==> config.mk <==
export PLATFORM = sky130hd
export DESIGN_NAME = infix_digit_expression_evaluator_unit_flat
export DESIGN_NICKNAME = d
export VERILOG_FILES = /design/src/rtl/idee_pkg.sv /design/src/rtl/idee_tok_if.sv /design/src/rtl/idee_res_if.sv /design/src/rtl/idee_mdu.sv /design/src/rtl/infix_digit_expression_evaluator_unit.sv /design/src/flat_wrapper.sv
export SDC_FILE = /design/constraint.sdc
export NUM_CORES = 1
export LEC_CHECK = 0
export BUFFER_PORTS_ARGS = -buffer_cell sky130_fd_sc_hd__buf_2
export CORE_MARGIN = 1
export CORE_UTILIZATION = 45
export DETAILED_ROUTE_END_ITERATION = 8
export SYNTH_ARGS = -nofsm -noshare
export SYNTH_HDL_FRONTEND = slang
export SYNTH_SLANG_ARGS = --single-unit
==> constraint.sdc <==
create_clock -name clk -period 4.7 [get_ports clk]
set_input_delay 0.235 -clock clk [delete_from_list [all_inputs] [get_ports clk]]
set_output_delay 0.235 -clock clk [all_outputs]
set_load 0.1 [all_outputs]
==> src/rtl/idee_pkg.sv <==
package idee_pkg;

  // token codes
  localparam logic [2:0] OP_DIGIT  = 3'd0;
  localparam logic [2:0] OP_ADD    = 3'd1;
  localparam logic [2:0] OP_SUB    = 3'd2;
  localparam logic [2:0] OP_MUL    = 3'd3;
  localparam logic [2:0] OP_DIV    = 3'd4;
  localparam logic [2:0] OP_EQUALS = 3'd5;
  localparam logic [2:0] OP_CLEAR  = 3'd6;

  // status codes
  localparam logic [1:0] ST_OK      = 2'd0;
  localparam logic [1:0] ST_ORDER   = 2'd1;
  localparam logic [1:0] ST_DIVZERO = 2'd2;
  localparam logic [1:0] ST_LIMIT   = 2'd3;

  localparam logic [3:0] DIGIT_MAX = 4'd9;

  // steps of the shared unit
  localparam int MUL_STEPS = 4;
  localparam int DIV_STEPS = 16;

  typedef enum logic [1:0] {
    MUL_NONE   = 2'd0,
    MUL_TIMES  = 2'd1,
    MUL_DIVIDE = 2'd2
  } mul_op_t;

  // request into the multiply/divide unit
  typedef struct packed {
    logic start;
    logic divide;
  } mdu_req_t;

endpackage

==> src/rtl/idee_tok_if.sv <==
interface idee_tok_if;
  logic       valid;
  logic       ready;
  logic [2:0] operation;
  logic [3:0] digit;

  modport source (output valid, output operation, output digit, input ready);
  modport sink (input valid, input operation, input digit, output ready);
endinterface

==> src/rtl/idee_res_if.sv <==
interface idee_res_if;
  logic               valid;
  logic               ready;
  logic signed [15:0] result;
  logic               result_valid;
  logic [1:0]         status;

  modport source (output valid, output result, output result_valid, output status,
                  input ready);
  modport sink (input valid, input result, input result_valid, input status,
                output ready);
endinterface

==> src/rtl/idee_mdu.sv <==
module idee_mdu (
  input  logic               clk,
  input  logic               rst,
  input  idee_pkg::mdu_req_t req,
  input  logic [15:0]        a,
  input  logic [3:0]         d,
  output logic               done,
  output logic [15:0]        y
);

  typedef enum logic [1:0] {U_IDLE, U_ABS, U_RUN, U_FIX} ustate_t;

  ustate_t     state;
  logic        divide;
  logic        neg;
  logic [15:0] work;
  logic [15:0] mcand;
  logic [3:0]  dsr;
  logic [3:0]  rem;
  logic [3:0]  cnt;

  logic [15:0] add_x;
  logic [15:0] add_y;
  logic        add_sub;
  logic [16:0] sum;
  logic [4:0]  trial;
  logic        last;

  // the one shared adder: add, or subtract with carry out as x >= y
  always_comb begin
    trial   = {rem, work[15]};
    add_x   = work;
    add_y   = '0;
    add_sub = 1'b0;
    case (state)
      U_ABS, U_FIX: begin
        add_x   = '0;
        add_y   = work;
        add_sub = 1'b1;
      end
      U_RUN: begin
        if (divide) begin
          add_x   = {11'b0, trial};
          add_y   = {12'b0, dsr};
          add_sub = 1'b1;
        end else begin
          add_x = work;
          add_y = dsr[0] ? mcand : '0;
        end
      end
      default: begin
        add_x = work;
      end
    endcase
    sum  = {1'b0, add_x} + {1'b0, add_y ^ {16{add_sub}}} + {16'b0, add_sub};
    last = divide ? (cnt == 4'(idee_pkg::DIV_STEPS - 1))
                  : (cnt == 4'(idee_pkg::MUL_STEPS - 1));
  end

  always_ff @(posedge clk) begin
    if (rst) begin
      state <= U_IDLE;
      done  <= 1'b0;
    end else begin
      case (state)
        U_IDLE: begin
          done <= 1'b0;
          if (req.start) begin
            divide <= req.divide;
            dsr    <= d;
            cnt    <= '0;
            rem    <= '0;
            mcand  <= a;
            neg    <= req.divide & a[15];
            work   <= req.divide ? a : '0;
            state  <= req.divide ? U_ABS : U_RUN;
          end
        end
        U_ABS: begin
          // magnitude of the dividend
          done <= 1'b0;
          if (neg) begin
            work <= sum[15:0];
          end
          state <= U_RUN;
        end
        U_RUN: begin
          cnt  <= cnt + 4'd1;
          done <= last && !divide;
          if (divide) begin
            // restoring step, one quotient bit
            rem  <= sum[16] ? sum[3:0] : trial[3:0];
            work <= {work[14:0], sum[16]};
          end else begin
            // shift-add, one multiplier bit
            work  <= sum[15:0];
            mcand <= {mcand[14:0], 1'b0};
            dsr   <= {1'b0, dsr[3:1]};
          end
          if (last) begin
            if (divide) begin
              state <= U_FIX;
            end else begin
              y     <= sum[15:0];
              state <= U_IDLE;
            end
          end
        end
        U_FIX: begin
          // restore the sign, truncation toward zero
          y     <= neg ? sum[15:0] : work;
          done  <= 1'b1;
          state <= U_IDLE;
        end
        default: begin
          done  <= 1'b0;
          state <= U_IDLE;
        end
      endcase
    end
  end

endmodule

==> src/rtl/infix_digit_expression_evaluator_unit.sv <==
// a taken token's result word is registered as a pending word and then moved into the
// output register; a digit after multiply runs 4 shift-add steps and a digit after divide
// 16 restoring steps in between; one token at a time, the next is taken only once the
// last word is handed over, and a word held by the sink in the output register stalls
// the next word's hand-over, and so the token after it, until it drains
// reset: synchronous, active high; clears the expression state and empties the output
module infix_digit_expression_evaluator_unit #(
  parameter int MAX_ENTRIES = 20
) (
  input  logic        clk,
  input  logic        rst,
  idee_tok_if.sink    tok,
  idee_res_if.source  res
);

  typedef enum logic [1:0] {T_IDLE, T_MDU, T_OUT} tstate_t;

  tstate_t              state;

  // expression state
  logic [15:0]          running_sum;
  logic [15:0]          running_term;
  logic                 pending_minus;
  idee_pkg::mul_op_t    pending_mul;
  logic                 expect_digit;
  logic [4:0]           entry_count;

  // result word waiting for the output register
  logic [15:0]          pend_result;
  logic                 pend_rvalid;
  logic [1:0]           pend_status;

  // output register
  logic                 out_valid;
  logic [15:0]          out_result;
  logic                 out_rvalid;
  logic [1:0]           out_status;

  // token decode
  logic                 accept;
  logic                 limit_hit;
  logic [15:0]          closed;
  logic                 do_clear;
  logic                 load_digit;
  logic                 take_op;
  logic                 go_mdu;
  logic                 eq_done;
  logic [1:0]           dec_status;

  idee_pkg::mdu_req_t   mdu_req;
  logic                 mdu_done;
  logic [15:0]          mdu_y;

  assign accept    = tok.valid && tok.ready;
  assign tok.ready = (state == T_IDLE);
  assign limit_hit = (entry_count >= 5'(MAX_ENTRIES));

  // close the open term into the sum
  assign closed = pending_minus ? (running_sum - running_term)
                                : (running_sum + running_term);

  always_comb begin
    do_clear   = 1'b0;
    load_digit = 1'b0;
    take_op    = 1'b0;
    go_mdu     = 1'b0;
    eq_done    = 1'b0;
    dec_status = idee_pkg::ST_OK;
    case (tok.operation)
      idee_pkg::OP_CLEAR: begin
        do_clear = 1'b1;
      end
      idee_pkg::OP_DIGIT: begin
        if (!expect_digit || (tok.digit > idee_pkg::DIGIT_MAX)) begin
          dec_status = idee_pkg::ST_ORDER;
        end else if (limit_hit) begin
          do_clear   = 1'b1;
          dec_status = idee_pkg::ST_LIMIT;
        end else if ((pending_mul == idee_pkg::MUL_DIVIDE) && (tok.digit == 4'd0)) begin
          do_clear   = 1'b1;
          dec_status = idee_pkg::ST_DIVZERO;
        end else if (pending_mul == idee_pkg::MUL_NONE) begin
          load_digit = 1'b1;
        end else begin
          go_mdu = 1'b1;
        end
      end
      idee_pkg::OP_ADD, idee_pkg::OP_SUB, idee_pkg::OP_MUL, idee_pkg::OP_DIV: begin
        if (expect_digit) begin
          dec_status = idee_pkg::ST_ORDER;
        end else if (limit_hit) begin
          do_clear   = 1'b1;
          dec_status = idee_pkg::ST_LIMIT;
        end else begin
          take_op = 1'b1;
        end
      end
      idee_pkg::OP_EQUALS: begin
        if (expect_digit) begin
          dec_status = idee_pkg::ST_ORDER;
        end else begin
          eq_done  = 1'b1;
          do_clear = 1'b1;
        end
      end
      default: begin
        dec_status = idee_pkg::ST_ORDER;
      end
    endcase
  end

  // shared multiply/divide unit for digits after * or /
  assign mdu_req.start  = accept && go_mdu;
  assign mdu_req.divide = (pending_mul == idee_pkg::MUL_DIVIDE);

  idee_mdu u_mdu (
    .clk  (clk),
    .rst  (rst),
    .req  (mdu_req),
    .a    (running_term),
    .d    (tok.digit),
    .done (mdu_done),
    .y    (mdu_y)
  );

  always_ff @(posedge clk) begin
    if (rst) begin
      state         <= T_IDLE;
      running_sum   <= '0;
      running_term  <= '0;
      pending_minus <= 1'b0;
      pending_mul   <= idee_pkg::MUL_NONE;
      expect_digit  <= 1'b1;
      entry_count   <= '0;
      out_valid     <= 1'b0;
    end else begin
      // drained word empties the output register; in T_OUT the refill below decides
      if (res.valid && res.ready && (state != T_OUT)) begin
        out_valid <= 1'b0;
      end
      case (state)
        T_IDLE: begin
          if (accept) begin
            pend_status <= dec_status;
            pend_rvalid <= eq_done;
            pend_result <= eq_done ? closed : '0;
            state       <= go_mdu ? T_MDU : T_OUT;
            if (load_digit) begin
              running_term <= {12'b0, tok.digit};
              expect_digit <= 1'b0;
              entry_count  <= entry_count + 5'd1;
            end
            if (take_op) begin
              if ((tok.operation == idee_pkg::OP_ADD) ||
                  (tok.operation == idee_pkg::OP_SUB)) begin
                running_sum   <= closed;
                pending_minus <= (tok.operation == idee_pkg::OP_SUB);
                pending_mul   <= idee_pkg::MUL_NONE;
              end else begin
                pending_mul <= (tok.operation == idee_pkg::OP_MUL) ? idee_pkg::MUL_TIMES
                                                                   : idee_pkg::MUL_DIVIDE;
              end
              expect_digit <= 1'b1;
              entry_count  <= entry_count + 5'd1;
            end
            if (do_clear) begin
              running_sum   <= '0;
              running_term  <= '0;
              pending_minus <= 1'b0;
              pending_mul   <= idee_pkg::MUL_NONE;
              expect_digit  <= 1'b1;
              entry_count   <= '0;
            end
          end
        end
        T_MDU: begin
          // product or quotient becomes the open term
          if (mdu_done) begin
            running_term <= mdu_y;
            expect_digit <= 1'b0;
            entry_count  <= entry_count + 5'd1;
            state        <= T_OUT;
          end
        end
        T_OUT: begin
          // hand over once the output register is free or being drained
          if (!out_valid || res.ready) begin
            out_valid  <= 1'b1;
            out_result <= pend_result;
            out_rvalid <= pend_rvalid;
            out_status <= pend_status;
            state      <= T_IDLE;
          end
        end
        default: begin
          state <= T_IDLE;
        end
      endcase
    end
  end

  assign res.valid        = out_valid;
  assign res.result       = out_result;
  assign res.result_valid = out_rvalid;
  assign res.status       = out_status;

endmodule

==> src/flat_wrapper.sv <==
// flat-port wrapper written by rule: the top's interface ports become plain ports
module infix_digit_expression_evaluator_unit_flat 
#(
  parameter int MAX_ENTRIES = 20
)
  (clk, rst, tok_valid, tok_operation, tok_digit, tok_ready, res_valid, res_result, res_result_valid, res_status, res_ready);
  idee_tok_if tok_i ();
  idee_res_if res_i ();
  input  logic clk;
  input  logic rst;
  input wire logic [$bits(tok_i.valid)-1:0] tok_valid;
  input wire logic [$bits(tok_i.operation)-1:0] tok_operation;
  input wire logic [$bits(tok_i.digit)-1:0] tok_digit;
  output wire logic [$bits(tok_i.ready)-1:0] tok_ready;
  output wire logic [$bits(res_i.valid)-1:0] res_valid;
  output wire logic [$bits(res_i.result)-1:0] res_result;
  output wire logic [$bits(res_i.result_valid)-1:0] res_result_valid;
  output wire logic [$bits(res_i.status)-1:0] res_status;
  input wire logic [$bits(res_i.ready)-1:0] res_ready;
  assign tok_i.valid = tok_valid;
  assign tok_i.operation = tok_operation;
  assign tok_i.digit = tok_digit;
  assign tok_ready = tok_i.ready;
  assign res_valid = res_i.valid;
  assign res_result = res_i.result;
  assign res_result_valid = res_i.result_valid;
  assign res_status = res_i.status;
  assign res_i.ready = res_ready;
  infix_digit_expression_evaluator_unit #(.MAX_ENTRIES(MAX_ENTRIES)) u_core (.clk(clk), .rst(rst), .tok(tok_i), .res(res_i));
endmodule
==> impl_metrics.ini <==
[global_routing]
grt_max_degree = 53
grt_first_pass_wirelength_um = 35100
antenna_found_initial = 0
gr-total-overflow = 0
grt_use_total_pct = 22.6
grt_pass1_vias = 6427

[final_layout]
final_util_pct = 52.1
multi_input_area_um2 = 4520
drive_gt1_share_pct = 13.1
mostFrequentLayoutCells = 104 x nand2_1, 100 x edfxtp_1, 82 x nor2_1
finalNonFillerCells = 1226
regArea_um2 = 3940
layout_commonest_cell = nand2_1
final_area_um2 = 9870
final.fill_count = 1730
nets = 1004
syn2layout_area_growth_pct = 11.7
antennaDiodeCount = 0

[clock_tree]
clkSlewWorstSetupHoldPaths_ps = 60
root_buffer = clkbuf_16
clkLatencyLatePin_ps = 440
cts_tree = done
post_cts_buffers = 0
cts.sinks = 147
htree_levels = 4
cts_buffers = 17
clockBufferDepth = 2

[sta]
hold_violations = 0
post-route-min-period_ps = 4110
rsz0062_at_grt = false
setup_violations = 0
finalMaxSlewViolations = 0
hold_ws_ps = 93.3
setup_tns_ps = 0
worst_pin_slew_ps = 1040
finalClockSkew_ps = 13.3
relSlewSlack_pct = 31.0
fin_ws_ps = 586
fmaxAchievable_mhz = 243
period_share_pct = 87.5

[setup_path]
worst_setup_path_end_kind = flip-flop
reg2reg_depth = 15
worst-path-max-fanout = 15
critPathCapture = u_core.u_mdu.work[14]
crit_path_start_kind = flip-flop
critPathKind = flip-flop to flip-flop
worst-r2r-setup-slack_ps = 590
arrival_ps = 4400
r2r_start = u_core.u_mdu.state[0]
crit_required_ps = 4980
startpoint = u_core.u_mdu.state[0]
timing.rr.end = u_core.u_mdu.work[14]

[routing]
via_count = 6948
viasPerCell = 5.67
drtIter0Drc = 658
wl_per_cell_um = 17.7
wl_um = 21700
postRouteAntennaNets = 0
first_pass_iters = 6
drc = 0

[yosys]
ys.warnings.count = 0
async_flop_share_pct = 0
synth_cell_types = 76
synth_edf_count = 100
synth_seq_cells = 147
synth-main-ff-cell = edfxtp_1
synth_area_um2 = 8830
synth_fp_nets = 986
synth_top_area_share_pct = 34.0
syn_area_per_cell_um2 = 9.45
synthCells = 935
synth_area_leaders = edfxtp_1 34%, dfxtp_1 11%, ha_1 5.4%, nand2_1 4.4%, a21oi_1 4.0%
ys_seq_area_share_pct = 44.7
yosys.area.top_type = edfxtp_1

[hold_path]
min_path_type = primary input to flip-flop

[placed_design]
place.port_buffers = 31
dpl_worst_slack_ps = 524
placedCellCount = 1194
placed_area_um2 = 9270
hpwlAfterDp_um = 15600
routabilityCongestion = 0.883

[flow_run]
max_cap_violations = 0

[floorplanning]
initial_utilization_pct = 46.6
die_h_um = 142
num_rows = 50
fp.dieArea_um2 = 20200
dieWidth_um = 142
floorplan.io_pins = 32
core_area_um2 = 19000

[pwr]
total_power_mw = 4.28
leakagePower_nw = 3.67
max-vdd-ir-drop_v = 0.000299
power.density_nw_per_um2 = 433

[status]
outcome = finished clean
-- power by group --
group / leakage (nW) / internal (mW) / switching, mW / total [mW]
clock: 0.295 / 0.804 / 0.583 / 1.39
sequential: 1.32 / 1.49 / 0.0569 / 1.55
combinational: 2.05 / 0.497 / 0.845 / 1.34
-- cells by family (layout without fill, tap and decap cells) --
logic type | count (synthesis) | count (layout) | share of synthesized area, %
AO/OA/AOI/OAI | 241 | 241 | 18.4
XOR/XNOR | 45 | 45 | 4.46
adder cells (fa/ha/maj) | 40 | 40 | 5.84
buffers and inverters | 97 | 128 | 4.32
flip-flops | 147 | 147 | 44.7
multiplexers | 40 | 40 | 4.77
AND/OR/NAND/NOR | 325 | 325 | 17.6
-- Yosys cell counts (6+ instances only) --
master and n:
xor2_1 11, o21ai_0 48, a21o_1 6, nand2_1 104, nand2b_1 11, a31oi_1 11, or2_2 6, nor3b_1 8
a32oi_1 11, mux2i_1 23, xnor2_1 34, a22oi_1 12, o21a_1 9, ha_1 38, a21oi_1 71, and2_1 11
nor3_1 25, nor2_1 82, clkbuf_1 37, inv_1 39, nand3_1 26, buf_2 11, edfxtp_1 100, a211oi_1 18
mux2_2 17, dfxtp_1 47, buf_1 6, nor2b_1 24
-- routing by layer --
layer | up-vias | wire length [um] | GRT usage (%)
li1 | 3431 | - | -
met3 | 30 | 1140 | 3.94
met2 | 196 | 9720 | 35.3
met5 | - | 0 | 0
met4 | 0 | 402 | 7.98
met1 | 3291 | 10400 | 31.4
-- state kept, by name (all words and copies together), names as in the netlist, 2 cells and up --
register and cells:
u_core.running_sum 16, u_core.u_mdu.mcand 16, u_core.u_mdu.cnt 4, u_core.pend_status 2
u_core.entry_count 5, u_core.res.result 16, u_core.u_mdu.state 2, u_core.pend_result 16
u_core.pending_mul 2, u_core.res.status 2, u_core.u_mdu.y 16, u_core.u_mdu.dsr 4
u_core.u_mdu.work 16, u_core.u_mdu.rem 4, u_core.running_term 16, u_core.state 2
-- worst min path at each step --
stage                          startpoint  slack, ps              endpoint  cells after the start
global route                    res_ready        130      u_core.res.valid                      3
global placement    u_core.pend_result[4]        400  u_core.res.result[4]                      0
detailed placement  u_core.pend_result[0]        410  u_core.res.result[0]                      0
floorplan           u_core.pend_result[0]        400  u_core.res.result[0]                      0
CTS                             res_ready         80      u_core.res.valid                      3
finish                          res_ready         90      u_core.res.valid                      3
-- area by class of cell --
cell class | count | share of cell area [%]
clock buffers | 21 | 4.89
clock inverters | 11 | 1.12
inverters | 42 | 1.60
multi-input cells | 691 | 45.8
flip-flops and latches | 147 | 40.0
well taps | 260 | 3.30
repair buffers | 54 | 3.32
-- critical path: stages, from the launching register on --
cell	delay (ps)
dfxtp_1	320
buf_4	190
ha_1	250
a211oi_4	290
nand2_1	310
mux2i_1	250
ha_1	300
a21o_1	200
a21oi_1	220
nor3b_1	280
a211oi_1	130
o31a_1	310
o21ai_1	240
a21boi_1	120
or3_1	360
a31oi_1	170
-- repair_timing --
item                                    CTS  global route
gates resized for setup                   0             2
endpoints found under the setup margin    0             4
hold buffers                              0             0
Note: power is estimated with default switching activity, not from simulation.
